--- src/rtl/core/rmf_pkg.sv ---
package rmf_pkg;

    localparam int SAMPLE_W           = 16;
    localparam int SIZE_W             = 5;
    localparam int WINDOW_MAX_DEFAULT = 16;

    localparam logic [SIZE_W-1:0]   SIZE_RESET   = 5'd15;
    localparam logic [SAMPLE_W-1:0] STOPPER      = 16'd0;
    localparam logic [SAMPLE_W-1:0] STOPPER_SUBST = 16'd1;

    typedef struct packed {
        logic                load;
        logic                clear;
        logic [SAMPLE_W-1:0] value;
    } cell_ctrl_t;

    typedef struct packed {
        logic [SAMPLE_W-1:0] value;
        logic                ge;
        logic                del_seen;
    } cell_link_t;

endpackage

--- src/rtl/core/rmf_cell.sv ---
module rmf_cell #(
    parameter int IDX_W = 4,
    parameter int INDEX = 0
) (
    input  logic                 clk,
    input  logic                 rst_n,
    input  rmf_pkg::cell_ctrl_t  ctrl,
    input  logic [IDX_W-1:0]     ins_slot,
    input  logic                 active,
    input  rmf_pkg::cell_link_t  left_link,
    input  logic [IDX_W-1:0]     left_slot,
    input  rmf_pkg::cell_link_t  right_link,
    input  logic [IDX_W-1:0]     right_slot,
    output rmf_pkg::cell_link_t  own_link,
    output logic [IDX_W-1:0]     own_slot
);

    logic [rmf_pkg::SAMPLE_W-1:0] value_reg;
    logic [rmf_pkg::SAMPLE_W-1:0] value_next;
    logic [IDX_W-1:0]             slot_reg;
    logic [IDX_W-1:0]             slot_next;
    logic                         ge;
    logic                         match;
    logic                         del_seen;
    logic                         prev_ge;

    assign ge       = active && (value_reg >= ctrl.value);
    assign match    = active && (slot_reg == ins_slot);
    assign del_seen = match || left_link.del_seen;
    assign prev_ge  = left_link.del_seen ? ge : left_link.ge;

    always_comb
    begin
        value_next = value_reg;
        slot_next  = slot_reg;
        if (!del_seen)
        begin
            if (!ge)
            begin
                if (left_link.ge)
                begin
                    value_next = ctrl.value;
                    slot_next  = ins_slot;
                end
                else
                begin
                    value_next = left_link.value;
                    slot_next  = left_slot;
                end
            end
        end
        else if (right_link.ge)
        begin
            value_next = right_link.value;
            slot_next  = right_slot;
        end
        else if (prev_ge)
        begin
            value_next = ctrl.value;
            slot_next  = ins_slot;
        end
        else if (left_link.del_seen)
        begin
            value_next = value_reg;
            slot_next  = slot_reg;
        end
        else
        begin
            value_next = left_link.value;
            slot_next  = left_slot;
        end
    end

    always_ff @(posedge clk or negedge rst_n)
    begin
        if (!rst_n)
        begin
            value_reg <= '0;
            slot_reg  <= IDX_W'(INDEX);
        end
        else if (ctrl.clear)
        begin
            value_reg <= '0;
            slot_reg  <= IDX_W'(INDEX);
        end
        else if (ctrl.load && active)
        begin
            value_reg <= value_next;
            slot_reg  <= slot_next;
        end
    end

    assign own_link.value    = value_reg;
    assign own_link.ge       = ge;
    assign own_link.del_seen = del_seen;
    assign own_slot          = slot_reg;

endmodule

--- src/rtl/core/running_median_filter_core.sv ---
// Sliding-window median over the last window_size 16-bit samples (1 to WINDOW_MAX;
// 0 acts as 1, larger values as WINDOW_MAX). A sample of zero is taken as one. The
// window is a row of cells kept sorted by value; each transfer evicts the oldest
// sample and inserts the new one in the same cycle, and median then shows the
// (floor(N/2)+1)-th largest value. One sample is taken per cycle while the result
// side does not stall; a new sample waits only while a result is held by out_stall.
// The window reads as all zeros after reset and after every write to window_size;
// cfg_ready is always high and a write is accepted in the cycle it is made.
module running_median_filter_core #(
    parameter int WINDOW_MAX = rmf_pkg::WINDOW_MAX_DEFAULT
) (
    input  logic                          clk,
    input  logic                          rst_n,
    input  logic                          in_valid,
    output logic                          in_stall,
    input  logic [rmf_pkg::SAMPLE_W-1:0]  sample,
    output logic                          out_valid,
    input  logic                          out_stall,
    output logic [rmf_pkg::SAMPLE_W-1:0]  median,
    input  logic                          cfg_valid,
    output logic                          cfg_ready,
    input  logic [rmf_pkg::SIZE_W-1:0]    cfg_data
);

    localparam int IDX_W = (WINDOW_MAX > 1) ? $clog2(WINDOW_MAX) : 1;
    localparam int CNT_W = $clog2(WINDOW_MAX + 1);

    logic [rmf_pkg::SIZE_W-1:0]   size_reg;
    logic [IDX_W-1:0]             oldest_reg;
    logic [IDX_W-1:0]             oldest_next;
    logic                         out_valid_reg;
    logic [CNT_W-1:0]             n_eff;
    logic [IDX_W-1:0]             mid;
    logic                         in_xfer;
    logic                         cfg_xfer;
    logic [rmf_pkg::SAMPLE_W-1:0] fixed_sample;
    rmf_pkg::cell_ctrl_t          ctrl;

    rmf_pkg::cell_link_t          links   [WINDOW_MAX];
    logic [IDX_W-1:0]             slots   [WINDOW_MAX];
    logic [WINDOW_MAX-1:0]        active;

    assign cfg_ready = 1'b1;
    assign cfg_xfer  = cfg_valid && cfg_ready;
    assign in_stall  = out_valid_reg && out_stall;
    assign in_xfer   = in_valid && !in_stall;

    always_comb
    begin
        if (size_reg == '0)
            n_eff = CNT_W'(1);
        else if (int'(size_reg) > WINDOW_MAX)
            n_eff = CNT_W'(WINDOW_MAX);
        else
            n_eff = CNT_W'(size_reg);
    end

    assign mid          = IDX_W'(n_eff >> 1);
    assign fixed_sample = (sample == rmf_pkg::STOPPER) ? rmf_pkg::STOPPER_SUBST : sample;

    always_comb
    begin
        if ((CNT_W'(oldest_reg) + CNT_W'(1)) >= n_eff)
            oldest_next = '0;
        else
            oldest_next = IDX_W'(CNT_W'(oldest_reg) + CNT_W'(1));
    end

    assign ctrl.load  = in_xfer;
    assign ctrl.clear = cfg_xfer;
    assign ctrl.value = fixed_sample;

    genvar gi;
    generate
        for (gi = 0; gi < WINDOW_MAX; gi++)
        begin : g_cell
            rmf_pkg::cell_link_t left_link;
            rmf_pkg::cell_link_t right_link;
            logic [IDX_W-1:0]    left_slot;
            logic [IDX_W-1:0]    right_slot;

            assign active[gi] = CNT_W'(gi) < n_eff;

            if (gi == 0)
            begin : g_head
                assign left_link.value    = '0;
                assign left_link.ge       = 1'b1;
                assign left_link.del_seen = 1'b0;
                assign left_slot          = '0;
            end
            else
            begin : g_mid_left
                assign left_link = links[gi-1];
                assign left_slot = slots[gi-1];
            end

            if (gi == WINDOW_MAX - 1)
            begin : g_tail
                assign right_link.value    = '0;
                assign right_link.ge       = 1'b0;
                assign right_link.del_seen = 1'b0;
                assign right_slot          = '0;
            end
            else
            begin : g_mid_right
                assign right_link = links[gi+1];
                assign right_slot = slots[gi+1];
            end

            rmf_cell #(
                .IDX_W (IDX_W),
                .INDEX (gi)
            ) u_cell (
                .clk        (clk),
                .rst_n      (rst_n),
                .ctrl       (ctrl),
                .ins_slot   (oldest_reg),
                .active     (active[gi]),
                .left_link  (left_link),
                .left_slot  (left_slot),
                .right_link (right_link),
                .right_slot (right_slot),
                .own_link   (links[gi]),
                .own_slot   (slots[gi])
            );
        end
    endgenerate

    always_ff @(posedge clk or negedge rst_n)
    begin
        if (!rst_n)
        begin
            size_reg      <= rmf_pkg::SIZE_RESET;
            oldest_reg    <= '0;
            out_valid_reg <= 1'b0;
        end
        else
        begin
            if (cfg_xfer)
            begin
                size_reg   <= cfg_data;
                oldest_reg <= '0;
            end
            else if (in_xfer)
            begin
                oldest_reg <= oldest_next;
            end

            if (in_xfer)
                out_valid_reg <= 1'b1;
            else if (!out_stall)
                out_valid_reg <= 1'b0;
        end
    end

    assign out_valid = out_valid_reg;
    assign median    = links[mid].value;

endmodule
--- config.mk ---
export PLATFORM = sky130hd
export DESIGN_NAME = running_median_filter_core
export DESIGN_NICKNAME = d
export VERILOG_FILES = /design/src/rtl/core/rmf_pkg.sv /design/src/rtl/core/rmf_cell.sv /design/src/rtl/core/running_median_filter_core.sv
export SDC_FILE = /design/constraint.sdc
export NUM_CORES = 2
export LEC_CHECK = 0
export BUFFER_PORTS_ARGS = -buffer_cell sky130_fd_sc_hd__buf_2
export CAP_MARGIN = 20
export CELL_PAD_IN_SITES_DETAIL_PLACEMENT = 1
export CELL_PAD_IN_SITES_GLOBAL_PLACEMENT = 1
export CORE_AREA = 2 2 363 365
export CTS_CLUSTER_SIZE = 25
export DETAILED_ROUTE_END_ITERATION = 6
export DIE_AREA = 0 0 365 367
export GPL_TIMING_DRIVEN = 1
export PLACE_DENSITY = 0.51
export SYNTH_ARGS = -nofsm -noshare
export SYNTH_HDL_FRONTEND = slang
export SYNTH_SLANG_ARGS = --single-unit
--- constraint.sdc ---
create_clock -name clk -period 6.05 [get_ports clk]
set_input_delay 1.21 -clock clk [delete_from_list [all_inputs] [get_ports clk]]
set_output_delay 1.21 -clock clk [all_outputs]
set_load 0.005 [all_outputs]
==> results.md <==
- Design area: 0.0350 mm2
- Final #Nets: between 3000 and 4000
- Port Buffers: 43
- CP max stage delay: 0.66 ns
- Row cnt: around 130
- P_leak: around 15 nW
- H-Tree Depth: 2
- Post-route setup TNS: 0 ns
- Final worst-path setup slack: 0.973 ns
- Final wirelength: 158 mm
- Syn Nets: 3877
- Routed WL per cell: between 20 and 30 um
- Worst Reg-to-Reg Cells: 13
- Largest net degree at the start of global routing: 109
- Endpoint, Worst Hold: g_cell[15].u_cell.own_slot[2]
- Avg Inst Size Synth: 8.30 um2
- Max-Cap Viols: 0
- CTS tree: built
- Total global routing overflow: 0
- Post-synth ARST share: 100%
- Skew final: approximately 0.032 ns
- Initial antenna violation count: 9
- Register Area: 0.00831 mm2
- Status: completed
- Slew HR: 28.2%
- Clk sinks: 330
- EDFF count, synth: 0
- Top cell type's share of synthesized area: 24.7%
- Hold_ws: approximately 0.48 ns
- Crit path capture type: primary output
- Clk buf depth: 3
- Tcrit/Tclk final: 83.9%
- Die ar.: 0.134 mm2
- Setup CP Type: reg -> out
- Worst Hold Class: reg -> reg
- Chip width: 365 um
- Largest register FFs: 256
- Critical path startpoint category: flip-flop
- WP data required: a little under 5 ns
- Die H: 367 um
- Drt first pass iters: 7
- RSZ-0062 raised after global routing: false
- R2R Setup Slk: between 1.5 and 2 ns
- Vias in the first global route: 30600
- Post-DP HPWL: 114 mm
- Placed cell areas: 0.0334 mm2
- PwrDens: 227 mW/mm2
- Detailed-route via count: 30500
- Via density per instance: 5.66
- Non-filler cells, final: 5396
- Ports: 45
- GRT Total Usage: 23.3%
- Final-report max-slew violation count: 0
- Most frequent cells in the layout: 404 x nand2_1, 391 x nor2_1, 308 x a21oi_1, 289 x dfrtp_1, 262 x ha_1
- Initial DRC Count: 2730
- Clock period minus worst slack: 5.08 ns
- Share of cells above drive strength 1: 13.7%
- Area of the multi-input gates: 0.0200 mm2
- First-pass GRT wire length: 230 mm
- R2r endpoint: g_cell[12].u_cell.value_reg[0]
- Worst path slowest cell: o21ai_0
- Ys flop type: dfrtp_1
- Arrival @ worst endpoint: between 3 and 4 ns
- CTS buffer count: a little under 50
- Hold Fails Final Rpt: 0
- GPL Wtd Cong: 0.894
- Area Overhead vs Synth: 17.6%
- Yosys Warn Count: 0
- Slew @ Worst Pin: 1.05 ns
- Post-place setup slack: 0.361 ns
- Hold Path Origin: g_cell[15].u_cell.own_slot[2]
- Max VDD drop: 0.195 mV
- Postcts setup bufs: 0
- Cell Area, Synth: roughly 0.03 mm2
- WHS Path Cells: 2
- Post-route ant nets: 0
- Core area: 0.130 mm2
- Clk_lat worst skew: 0.65 ns
- Post-cts gate resize count: 0
- Clock-pin slew on the worst setup and hold paths: about 0.060 ns
- Crit Reg-Reg Startpoint: size_reg[2]
- CP max FO: 19
- Highest Clock Rate: between 0.15 and 0.2 GHz
- Worst path cell trace: inv_2, nand2_2, buf_4, mux2i_1, mux4_2, o21ai_0, buf_2
- Setup crit start: size_reg[4]
- Cells after Synth: between 3000 and 4000
- #FFs+latches synth: 330
- Seq/Total Area, Yosys: 27.9%
- Synth top area cells: dfrtp_1 25%, ha_1 11%, mux2i_1 7.5%
- CTS Hold Bufs: 0
- Initial Util: 22.8%
- Drt drc: 0
- Final setup viols: 0
- Commonest non-fill, non-tap cell in the layout: nand2_1
- Root Buffer: clkbuf_16
- Yosys cell types: 92
- Placed Instances: 5307
- Fillcell total: 15400
- Cell taking the most area after synthesis: dfrtp_1
-- power breakdown --
group          internal, mW  switching (mW)
Sequential             2.29           0.174
Combinational         0.805            1.59
Clock                  1.80            1.29
-- worst max-delay path by stage --
stage | cells after the start | endpoint
floorplan | 16 | g_cell[2].u_cell.value_reg[1]
CTS | 18 | g_cell[14].u_cell.value_reg[3]
global route | 16 | g_cell[4].u_cell.value_reg[0]
detailed placement | 18 | g_cell[14].u_cell.value_reg[10]
finish | 7 | median[1]
global placement | 18 | g_cell[14].u_cell.value_reg[14]
-- synthesized netlist by cell type (10+ instances only) --
library cell / n
nand3_1: 39
nor2_1: 392
buf_4: 10
buf_1: 20
xor2_1: 42
nor4_1: 13
nand2_1: 405
nand4_1: 32
nor2b_1: 16
a221oi_1: 23
o22ai_1: 27
inv_1: 74
dfstp_2: 36
a31oi_1: 39
dfrtp_1: 294
and4_1: 10
and3_1: 18
buf_2: 44
ha_1: 262
o31ai_1: 24
clkinv_1: 15
o2bb2ai_1: 38
xnor2_1: 24
a211o_1: 15
nor3_1: 71
mux4_2: 16
o21ai_0: 140
o211ai_1: 132
o221ai_1: 37
a22o_1: 36
o21ai_1: 31
a211oi_1: 24
o41ai_1: 21
mux2_2: 17
nand2b_1: 30
a21o_1: 42
mux2i_1: 222
a21oi_1: 309
a22oi_1: 26
a32oi_1: 24
clkbuf_1: 231
and2_1: 10
a32o_1: 141
-- metrics by stage --
stage	power (mW)	utilization [%]
CTS	7.98	26.8
floorplan	3.86	-
global route	8.29	26.8
global placement	4.84	25.6
detailed placement	4.85	25.6
finish	7.95	26.8
-- cell type report --
class,count,share of cell area (%)
Timing Repair Buffer,275,7.19
Tap cell,1755,6.27
Clock buffer,73,4.22
Antenna cell,1,0.00715
Multi-Input combinational cell,2857,57.2
Inverter,90,0.965
Clock inverter,15,0.440
Sequential cell,330,23.7
-- worst max-delay path, delay by kind of cell (launching register included) --
family	cells	cell delay [ns]
buffers and inverters	3	0.85
DFF	1	0.57
muxes	2	0.59
and+or+nand+nor	1	0.54
AOI/OAI and AO/OA	1	0.66
-- cell families after synthesis --
logic type	count (synthesis)	share of synthesized area, %
buf+inv	402	5.54
fa+ha+maj	262	11.0
xor+xnor	66	1.94
mux	256	9.36
simple gates	1069	15.7
other cells	1	0.0126
flops	330	27.9
compound gates	1203	28.6
-- metal layers --
layer	track usage, %	routed length, um	part of all wire (%)	up-vias
met5	0	22	0.014	-
met2	35.5	69600	44	1029
li1	-	-	-	13600
met1	33.1	74000	47	15700
met3	3.45	9210	5.8	235
met4	7.87	5720	3.6	4
Note: power is estimated with default switching activity, not from simulation.
